===== src/hdl/gwl_pkg.sv =====
package gwl_pkg;

  localparam int IDX_W   = 17;
  localparam int X_W     = 22;
  localparam int CP_W    = 21;
  localparam int LH_W    = 16;
  localparam int Y_W     = 32;
  localparam int CFG_W   = 22;
  localparam int CFG_IDX_W = 1;

  localparam logic [IDX_W-1:0] MAX_CHARS  = 17'h10000;
  localparam logic [CP_W-1:0]  CP_NEWLINE = 21'd10;
  localparam logic [CP_W-1:0]  CP_SPACE   = 21'd32;

  localparam logic [X_W-1:0]  MAX_WIDTH_RST   = 22'h3FFFFF;
  localparam logic [LH_W-1:0] LINE_HEIGHT_RST = 16'd1024;

  typedef enum logic [CFG_IDX_W-1:0] {
    REG_MAX_WIDTH   = 1'b0,
    REG_LINE_HEIGHT = 1'b1
  } cfg_reg_t;

  typedef struct packed {
    logic [CP_W-1:0] codepoint;
    logic [X_W-1:0]  x_end;
    logic            last_char;
    logic            empty_text;
  } in_item_t;

  typedef struct packed {
    logic [IDX_W-1:0] start_char;
    logic [IDX_W-1:0] end_char;
    logic [Y_W-1:0]   y_offset;
    logic [X_W-1:0]   line_width;
    logic             last_line;
  } out_item_t;

endpackage


===== src/hdl/greedy_line_wrapper.sv =====
// Greedy line wrapper.
// Input channel (in_valid / in_stall / in_data): one decoded code point per
// item with its cumulative end x, a last-character flag and an empty-text
// flag. Result channel (out_valid / out_stall / out_data): line records
// with start and end character index, y offset, width and a last-line flag.
// An item produces zero, one or two line records.
// Config port (cfg_we / cfg_idx / cfg_data): index 0 is max_width, index 1
// is line_height; write only while no text is in flight.
// An accepted item is held in the input register until the output queue
// has room for its records, which then land in a four-entry output queue;
// out_data shows the queue head, and out_valid is high while it is not empty.
// Throughput: one item per cycle while the output queue has room for two
// records; the queue drains one record per cycle while out_stall is low.
// Reset (rst_n low, synchronous): text state, queue and input register are
// cleared, max_width returns to 4194303 and line_height to 1024.
// When the receiver stalls, records pile up in the queue; once fewer than
// two entries are free, the input register holds and in_stall rises.
module greedy_line_wrapper
  import gwl_pkg::*;
(
  input  logic                 clk,
  input  logic                 rst_n,
  input  logic                 in_valid,
  output logic                 in_stall,
  input  in_item_t             in_data,
  output logic                 out_valid,
  input  logic                 out_stall,
  output out_item_t            out_data,
  input  logic                 cfg_we,
  input  logic [CFG_IDX_W-1:0] cfg_idx,
  input  logic [CFG_W-1:0]     cfg_data
);

  // configuration
  logic [X_W-1:0]  max_width_r;
  logic [LH_W-1:0] line_height_r;

  // input register
  logic     in_vld_r;
  in_item_t in_r;

  // text state
  logic [IDX_W-1:0] char_index_r, char_index_nxt;
  logic [IDX_W-1:0] line_begin_r, line_begin_nxt;
  logic [X_W-1:0]   line_begin_x_r, line_begin_x_nxt;
  logic [IDX_W-1:0] word_end_r, word_end_nxt;
  logic [X_W-1:0]   word_end_x_r, word_end_x_nxt;
  logic [X_W-1:0]   previous_x_r, previous_x_nxt;
  logic [Y_W-1:0]   y_accum_r, y_accum_nxt;

  // output queue
  out_item_t  q_mem_r [4];
  logic [1:0] wp_r, rp_r;
  logic [2:0] cnt_r;

  logic       go;
  logic       pop;
  logic [1:0] n_res;
  out_item_t  res0, res1;

  // config writes
  always_ff @(posedge clk) begin
    if (!rst_n) begin
      max_width_r   <= MAX_WIDTH_RST;
      line_height_r <= LINE_HEIGHT_RST;
    end else if (cfg_we) begin
      case (cfg_reg_t'(cfg_idx))
        REG_MAX_WIDTH:   max_width_r   <= cfg_data[X_W-1:0];
        REG_LINE_HEIGHT: line_height_r <= cfg_data[LH_W-1:0];
        default: ;
      endcase
    end
  end

  // handshake: process the held item when the queue has room for two records
  assign go        = in_vld_r && (cnt_r <= 3'd2);
  assign in_stall  = in_vld_r && !(cnt_r <= 3'd2);
  assign out_valid = (cnt_r != 3'd0);
  assign pop       = out_valid && !out_stall;
  assign out_data  = q_mem_r[rp_r];

  // load the input register, hold it while stalled
  always_ff @(posedge clk) begin
    if (!rst_n) begin
      in_vld_r <= 1'b0;
    end else if (!in_stall) begin
      in_vld_r <= in_valid;
    end
  end

  always_ff @(posedge clk) begin
    if (!in_stall) begin
      in_r <= in_data;
    end
  end

  function automatic logic [X_W-1:0] sub_floor(input logic [X_W-1:0] a,
                                               input logic [X_W-1:0] b);
    return (a > b) ? (a - b) : '0;
  endfunction

  function automatic logic [IDX_W-1:0] next_index(input logic [IDX_W-1:0] i);
    return (i < MAX_CHARS) ? (i + 1'b1) : MAX_CHARS;
  endfunction

  function automatic logic [Y_W-1:0] add_y(input logic [Y_W-1:0] y,
                                           input logic [LH_W-1:0] h);
    logic [Y_W:0] s;
    s = {1'b0, y} + {{(Y_W+1-LH_W){1'b0}}, h};
    return s[Y_W] ? {Y_W{1'b1}} : s[Y_W-1:0];
  endfunction

  // line break logic for the held item
  always_comb begin
    logic [IDX_W-1:0] i, nxt, lb, we_t;
    logic [X_W-1:0]   lbx, wex_t, w;
    logic [Y_W-1:0]   y;
    logic             brk;

    i   = char_index_r;
    nxt = next_index(i);
    lb  = line_begin_r;
    lbx = line_begin_x_r;
    y   = y_accum_r;
    we_t  = word_end_r;
    wex_t = word_end_x_r;
    w   = '0;
    brk = 1'b0;

    char_index_nxt   = char_index_r;
    line_begin_nxt   = line_begin_r;
    line_begin_x_nxt = line_begin_x_r;
    word_end_nxt     = word_end_r;
    word_end_x_nxt   = word_end_x_r;
    previous_x_nxt   = previous_x_r;
    y_accum_nxt      = y_accum_r;
    n_res            = 2'd0;
    res0             = '0;
    res1             = '0;

    if (in_r.empty_text) begin
      // empty text: one zero line, drop the text state
      n_res          = 2'd1;
      res0.last_line = 1'b1;
      char_index_nxt   = '0;
      line_begin_nxt   = '0;
      line_begin_x_nxt = '0;
      word_end_nxt     = '0;
      word_end_x_nxt   = '0;
      previous_x_nxt   = '0;
      y_accum_nxt      = '0;
    end else begin
      if (in_r.codepoint == CP_NEWLINE) begin
        // forced break, newline left out of the line
        w = (i != '0 && lb < i) ? sub_floor(previous_x_r, lbx) : '0;
        res0  = '{start_char: lb, end_char: i, y_offset: y, line_width: w,
                  last_line: 1'b0};
        n_res = 2'd1;
        y     = add_y(y, line_height_r);
        lb    = nxt;
        lbx   = in_r.x_end;
        we_t  = nxt;
        wex_t = in_r.x_end;
      end else begin
        if (in_r.codepoint == CP_SPACE) begin
          we_t  = i;
          wex_t = in_r.x_end;
        end
        brk = (sub_floor(in_r.x_end, lbx) > max_width_r) && (i > lb);
        if (brk) begin
          if (we_t > lb) begin
            // break after the last space, skip it
            w    = sub_floor(wex_t, lbx);
            res0 = '{start_char: lb, end_char: we_t, y_offset: y, line_width: w,
                     last_line: 1'b0};
            lb   = next_index(we_t);
            lbx  = wex_t;
          end else begin
            // no space: break before this character
            w    = sub_floor(previous_x_r, lbx);
            res0 = '{start_char: lb, end_char: i, y_offset: y, line_width: w,
                     last_line: 1'b0};
            lb   = i;
            lbx  = previous_x_r;
          end
          n_res = 2'd1;
          y     = add_y(y, line_height_r);
          we_t  = lb;
          wex_t = lbx;
        end
      end

      if (in_r.last_char) begin
        // close the final line and start a new text
        w = (lb < nxt) ? sub_floor(in_r.x_end, lbx) : '0;
        if (n_res == 2'd0) begin
          res0 = '{start_char: lb, end_char: nxt, y_offset: y, line_width: w,
                   last_line: 1'b1};
        end else begin
          res1 = '{start_char: lb, end_char: nxt, y_offset: y, line_width: w,
                   last_line: 1'b1};
        end
        n_res = n_res + 2'd1;
        char_index_nxt   = '0;
        line_begin_nxt   = '0;
        line_begin_x_nxt = '0;
        word_end_nxt     = '0;
        word_end_x_nxt   = '0;
        previous_x_nxt   = '0;
        y_accum_nxt      = '0;
      end else begin
        char_index_nxt   = nxt;
        previous_x_nxt   = in_r.x_end;
        line_begin_nxt   = lb;
        line_begin_x_nxt = lbx;
        word_end_nxt     = we_t;
        word_end_x_nxt   = wex_t;
        y_accum_nxt      = y;
      end
    end
  end

  // advance the text state
  always_ff @(posedge clk) begin
    if (!rst_n) begin
      char_index_r   <= '0;
      line_begin_r   <= '0;
      line_begin_x_r <= '0;
      word_end_r     <= '0;
      word_end_x_r   <= '0;
      previous_x_r   <= '0;
      y_accum_r      <= '0;
    end else if (go) begin
      char_index_r   <= char_index_nxt;
      line_begin_r   <= line_begin_nxt;
      line_begin_x_r <= line_begin_x_nxt;
      word_end_r     <= word_end_nxt;
      word_end_x_r   <= word_end_x_nxt;
      previous_x_r   <= previous_x_nxt;
      y_accum_r      <= y_accum_nxt;
    end
  end

  // output queue storage
  always_ff @(posedge clk) begin
    if (go && n_res != 2'd0) begin
      q_mem_r[wp_r] <= res0;
    end
    if (go && n_res == 2'd2) begin
      q_mem_r[wp_r + 2'd1] <= res1;
    end
  end

  // output queue pointers and fill count
  always_ff @(posedge clk) begin
    if (!rst_n) begin
      wp_r  <= '0;
      rp_r  <= '0;
      cnt_r <= '0;
    end else begin
      if (go) begin
        wp_r <= wp_r + n_res;
      end
      if (pop) begin
        rp_r <= rp_r + 2'd1;
      end
      cnt_r <= cnt_r + (go ? {1'b0, n_res} : 3'd0) - {2'b00, pop};
    end
  end

endmodule


===== config.mk =====
export PLATFORM = sky130hd
export DESIGN_NAME = greedy_line_wrapper
export DESIGN_NICKNAME = d
export VERILOG_FILES = /design/src/hdl/gwl_pkg.sv /design/src/hdl/greedy_line_wrapper.sv
export SDC_FILE = /design/constraint.sdc
export NUM_CORES = 2
export LEC_CHECK = 0
export BUFFER_PORTS_ARGS = -buffer_cell sky130_fd_sc_hd__buf_2
export CAP_MARGIN = 20
export CORE_ASPECT_RATIO = 1.1
export CORE_MARGIN = 4
export CORE_UTILIZATION = 50
export CTS_CLUSTER_DIAMETER = 40
export DETAILED_ROUTE_END_ITERATION = 8
export GPL_ROUTABILITY_DRIVEN = 0
export PLACE_DENSITY = 0.69
export SYNTH_ARGS = -nofsm -noshare
export SYNTH_HDL_FRONTEND = slang
export SYNTH_SLANG_ARGS = --single-unit

===== constraint.sdc =====
create_clock -name clk -period 13.11 [get_ports clk]
set_input_delay 1.9665 -clock clk [delete_from_list [all_inputs] [get_ports clk]]
set_output_delay 1.9665 -clock clk [all_outputs]
set_load 0.005 [all_outputs]

Yosys cells after proc, flatten, opt, wreduce, memory -nomap -nowiden
Memory sizes are Yosys's and may differ from the RTL's. A register that Yosys moved wholly into a read port is not among the register bits.
Index checks and enable logic that the tools add are counted.
{"block": "word_totals", "reg_bits": 240, "mem_count": 1, "elab_cells": 127, "ram_bits": 356, "in_bits": 73, "output_inout_bits": 91}
{"name": "q_mem_r", "words": 4, "width": 89, "read_ports": 1, "rd_ports_with_merged_regs": 1, "wr": 2, "line": "greedy_line_wrapper.sv:52", "rtl": "out_item_t q_mem_r [4];"}
{"block": "classes", "n_lt_le_gt_ge": 12, "eq_ne": 3, "bitwise": 1, "reduce_logical": 15, "addsub": 13, "n_mux": 65}
{"operator": "$mux W89", "n": 7}
{"operator": "$mux W22", "n": 21}
{"operator": "$mux W17", "n": 17}
{"operator": "$mux W32", "n": 5}
{"operator": "$gt A22 B22 Y1", "n": 5}
{"operator": "$mux W88", "n": 1}
{"operator": "$sub A22 B22 Y22", "n": 4}
{"operator": "$mux W72", "n": 1}
{"operator": "$add A17 B1 Y17 const B", "n": 2}
{"operator": "$gt A17 B17 Y1", "n": 2}
{"operator": "$lt A17 B17 Y1", "n": 2}
{"operator": "$lt A17 B17 Y1 const B", "n": 2}
{"operator": "$add A32 B16 Y33", "n": 1}
{"operator": "$eq A21 B4 Y1 const B", "n": 1}
{"operator": "$eq A21 B6 Y1 const B", "n": 1}
{"operator": "$reduce_bool A17 Y1", "n": 1}
{"operator": "$mux W2", "n": 6}
{"operator": "$logic_and A1 B1 Y1", "n": 7}
{"operator": "$mux W1", "n": 7}
{"operator": "$add A2 B1 Y2 const B", "n": 3}
{"operator": "$reduce_and A2 Y1", "n": 2}
{"operator": "$add A3 B2 Y3", "n": 1}
{"operator": "$le A3 B2 Y1 const B", "n": 1}
{"operator": "$reduce_bool A3 Y1", "n": 1}
{"operator": "7 further kinds", "n": 8}

Depth between registers and ports, before layout
{"block": "depth", "depth_word": 15, "ltp_mapped": 39, "ltp_nobuf": 35}

Least setup slack after synthesis
Ideal clock, no wire load.
{"block": "synth_timing", "path_type": "register to register", "start": "reg in_r[2] (netlist bit)", "end": "mem q_mem_r[2][0] (netlist bit), enable pin", "setup_slack_ns": -0.134, "path_stages_with_launch": 30, "n_path_buf": 5, "arrival_time_ns": 12.584, "required_time_ns": 12.451, "setup_time_ns": 0.659, "synth_period_minus_slack_ns": 13.244, "path_cell_list": "edfxtp_1 -> inv_1 -> ha_1 -> inv_1 -> fa_1 -> a21o_1 -> a21o_1 -> a221oi_1 -> o22ai_1 -> a221oi_1 -> nand2b_1 -> a2111oi_0 -> o21a_1 -> o22ai_1 -> clkbuf_1 -> nor2_1 -> ha_1 -> nand4_1 -> or4_1 -> a31o_1 -> and4_1 -> buf_2 -> o21ai_2 -> buf_2 -> buf_1 -> clkbuf_1 -> ha_1 -> nor2b_1 -> o21ai_0 -> o21ai_0"}
{"element": "start, declared", "line": "greedy_line_wrapper.sv:40", "rtl": "in_item_t in_r;"}
{"element": "start signal, assigned", "line": "greedy_line_wrapper.sv:93", "rtl": "in_r <= in_data;"}
{"element": "end, declared", "line": "greedy_line_wrapper.sv:52"}

==> run metrics <==
number of synthesized flops with an enable pin=401; crit end category=flip-flop; dpl hpwl=approximately 82,000 µm; CTS tree=done; DRC=0; I/O Pins=approximately 160; GRT Util Overall=0.305; crit path DAT=11,130 ps; highest clock rate=94.3 MHz; DR pass1 iterations=7; Clock Pin Slew Worst Setup and Hold Paths=roughly 60 ps; Post-synth top flop=edfxtp_1; CTS resizes=0; CTS sink cnt=between 500 and 600; syn_nets=between 4k and 5k; crit-path max cell delay=roughly 570 ps; Hold Vio Cnt, Final=0; # nets final=4,123; cts bufs inserted=97; CP max stage cell=or4_1; Crit Path Max Fanout=22; Slew Limit Fails=0; global route overflow=0; maxcap violations=0; ys async rst share=0; vias in the first global route=between 30k and 40k; min Tclk post-route=roughly 11,000 ps; met3 wire len=12,200 µm; Multi-input gate area=about 19,000 µm²; routed via count=approximately 32k; Starting DRT DRC Count=around 4.6k; Avg WL per Cell=between 20 and 25 µm; CTS root buffer=clkbuf_16; Pleak=15.0 nW; relative slew slack=0.214; post-CTS setup buffers=0; setup_tns=0 ps; Reg area=about 16,000 µm²; final wirelength=122,000 µm; Buf/Inv on CP=3; Core Box Area=just over 70,000 µm²; final worst-path cycle share=0.809; Crit path max-delay family=compound AO/OA/AOI/OAI gates; ranking of synthesized cells by area=edfxtp_1, dfxtp_1, ha_1; Syn. warnings=0; commonest non-fill, non-tap cell in the layout=nand2_1; H-tree depth=3; highest routed layer=met5; most frequent cells in the layout=nand2_1, edfxtp_1, o21ai_0, nor2_1, dfxtp_1; total of fill cells in the finished design=6,172; Syn Area/Cell=9.59 µm²; Final Setup Violations=0; Yosys top cell by area=edfxtp_1; area share of the largest cell type after synthesis=0.331; Synth Instances=3,797; worst-margin pin slew=roughly 1200 ps; routed length on met1=46,900 µm; post-synthesis register bit count=about 600; row count=around 100; WL met2=between 50,000 and 60,000 µm; die footprint=around 77,000 µm²; post-synthesis cell area=approximately 36,000 µm²; share of cells above drive strength 1=0.136; clk_skew=~43 ps; critical path type=flip-flop to flip-flop; Critical Path Start Type=flip-flop; Max IR drop VDD=around 0.15 mV; Ant. Diodes=0; vias per inst=approximately 6.5; port bufs=between 150 and 200; first-pass GRT wire length=approximately 180,000 µm; CTS Hold Bufs=0; WP data required=~14,000 ps; Power per Cell Area=~140 nW/µm²; worst min path class=flip-flop to flip-flop; sequential-to-total area share from yosys stat=0.439; initial core utilization=0.505; power consumption=approximately 6 mW; count of different cell masters after synthesis=85; unrepaired setup endpoints after global routing=no; Die W=265 µm; Die Ht=about 290 µm; largest net degree at the start of global routing=between 90 and 100; Area growth syn-to-layout=13.4%; initial antenna violation count=1; remaining antenna violation count after routing=0; run status=complete, no violations; Clock Tree Buf Depth=3; worst-skew pair later-pin latency=680 ps
==> final timing paths <==
check                   from         endpoint  slack (ps)  depth (start not counted)
min reg2reg  word_end_x_r[4]  word_end_x_r[4]         460                          2
max reg2reg          in_r[2]    q_mem_r[1][5]        2510                         36
min          word_end_x_r[4]  word_end_x_r[4]         460                          2
max                  in_r[2]    q_mem_r[1][5]        2510                         36
==> sequential cells by signal, indices dropped and copies added (netlist names), named ones only <==
register and count:
word_end_r 17, line_begin_x_r 22, line_height_r 16, y_accum_r 32, line_begin_r 17, in_vld_r 1, char_index_r 17, wp_r 2
max_width_r 22, in_r 45, cnt_r 3, rp_r 2, previous_x_r 22, word_end_x_r 22, q_mem_r 356
==> per-stage QoR <==
step                 util  hold slack (ps)  setup slack, ps  instance area (µm²)  cells
finish              0.573              465             2510                41300   4888
global route        0.573              487             1980                41300   4888
CTS                 0.573              465             2740                41300   4886
detailed placement  0.527              451             2760                37900   4703
global placement    0.527              448             3020                37900   4703
floorplan               -              425             1960                36400   3797
==> kinds of logic (layout without fill, tap and decap cells) <==
kind of cell               after synthesis  count (layout)  share of synthesized area
adders and majority gates              191             191                     0.0669
muxes                                  116             116                     0.0627
DFF                                    598             598                      0.439
and+or+nand+nor                       1232            1232                      0.157
buffers and inverters                  384             530                     0.0404
xor gates and xnor gates               118             118                     0.0284
AOI/OAI and AO/OA                     1158            1158                      0.206
==> worst register-to-register path: cells and delay by family (launching register included) <==
kind | cells | cell delay (ps)
AO/OA/AOI/OAI | 17 | 4200
AND/OR/NAND/NOR | 11 | 3770
adder cells (fa/ha/maj) | 5 | 1640
buffers and inverters | 3 | 480
flip-flops | 1 | 410
==> report_power, final <==
part / leakage [nW] / switching, mW / total (mW) / internal (mW)
logic: 7.99 / 0.680 / 1.15 / 0.469
registers: 5.37 / 0.0765 / 2.17 / 2.10
clock network: 1.60 / 1.03 / 2.57 / 1.54
total: 15.0 / 1.79 / 5.90 / 4.11
==> synthesized netlist by cell type, drive strengths merged (22+ instances only) <==
cell / number
mux4: 89
o211ai: 65
a22oi: 76
nor2: 236
o21ai: 346
clkbuf: 203
a21o: 64
a211oi: 28
xnor2: 69
nand2: 476
and3: 22
nand4: 38
xor2: 49
a22o: 70
nand2b: 32
o22ai: 102
edfxtp: 401
nor3: 42
a2bb2oi: 22
dfxtp: 197
a31oi: 29
nand3: 185
a21oi: 175
buf: 48
and2: 27
nor2b: 99
inv: 131
ha: 185
a21boi: 56
==> cell type report <==
type,count,area share
clock buffer,113,0.0629
clock inverter,70,0.0175
tap,945,0.0286
inverter,133,0.0121
multi-input combinational,2815,0.462
timing repair buffer,214,0.0296
sequential,598,0.387
==> layer usage <==
layer,global-route usage,vias to the layer above
li1,-,14300
met1,0.400,15300
met2,0.481,1897
met3,0.0613,397
met4,0.157,4
met5,0.00440,-
Power figures use the tool's default switching activity.
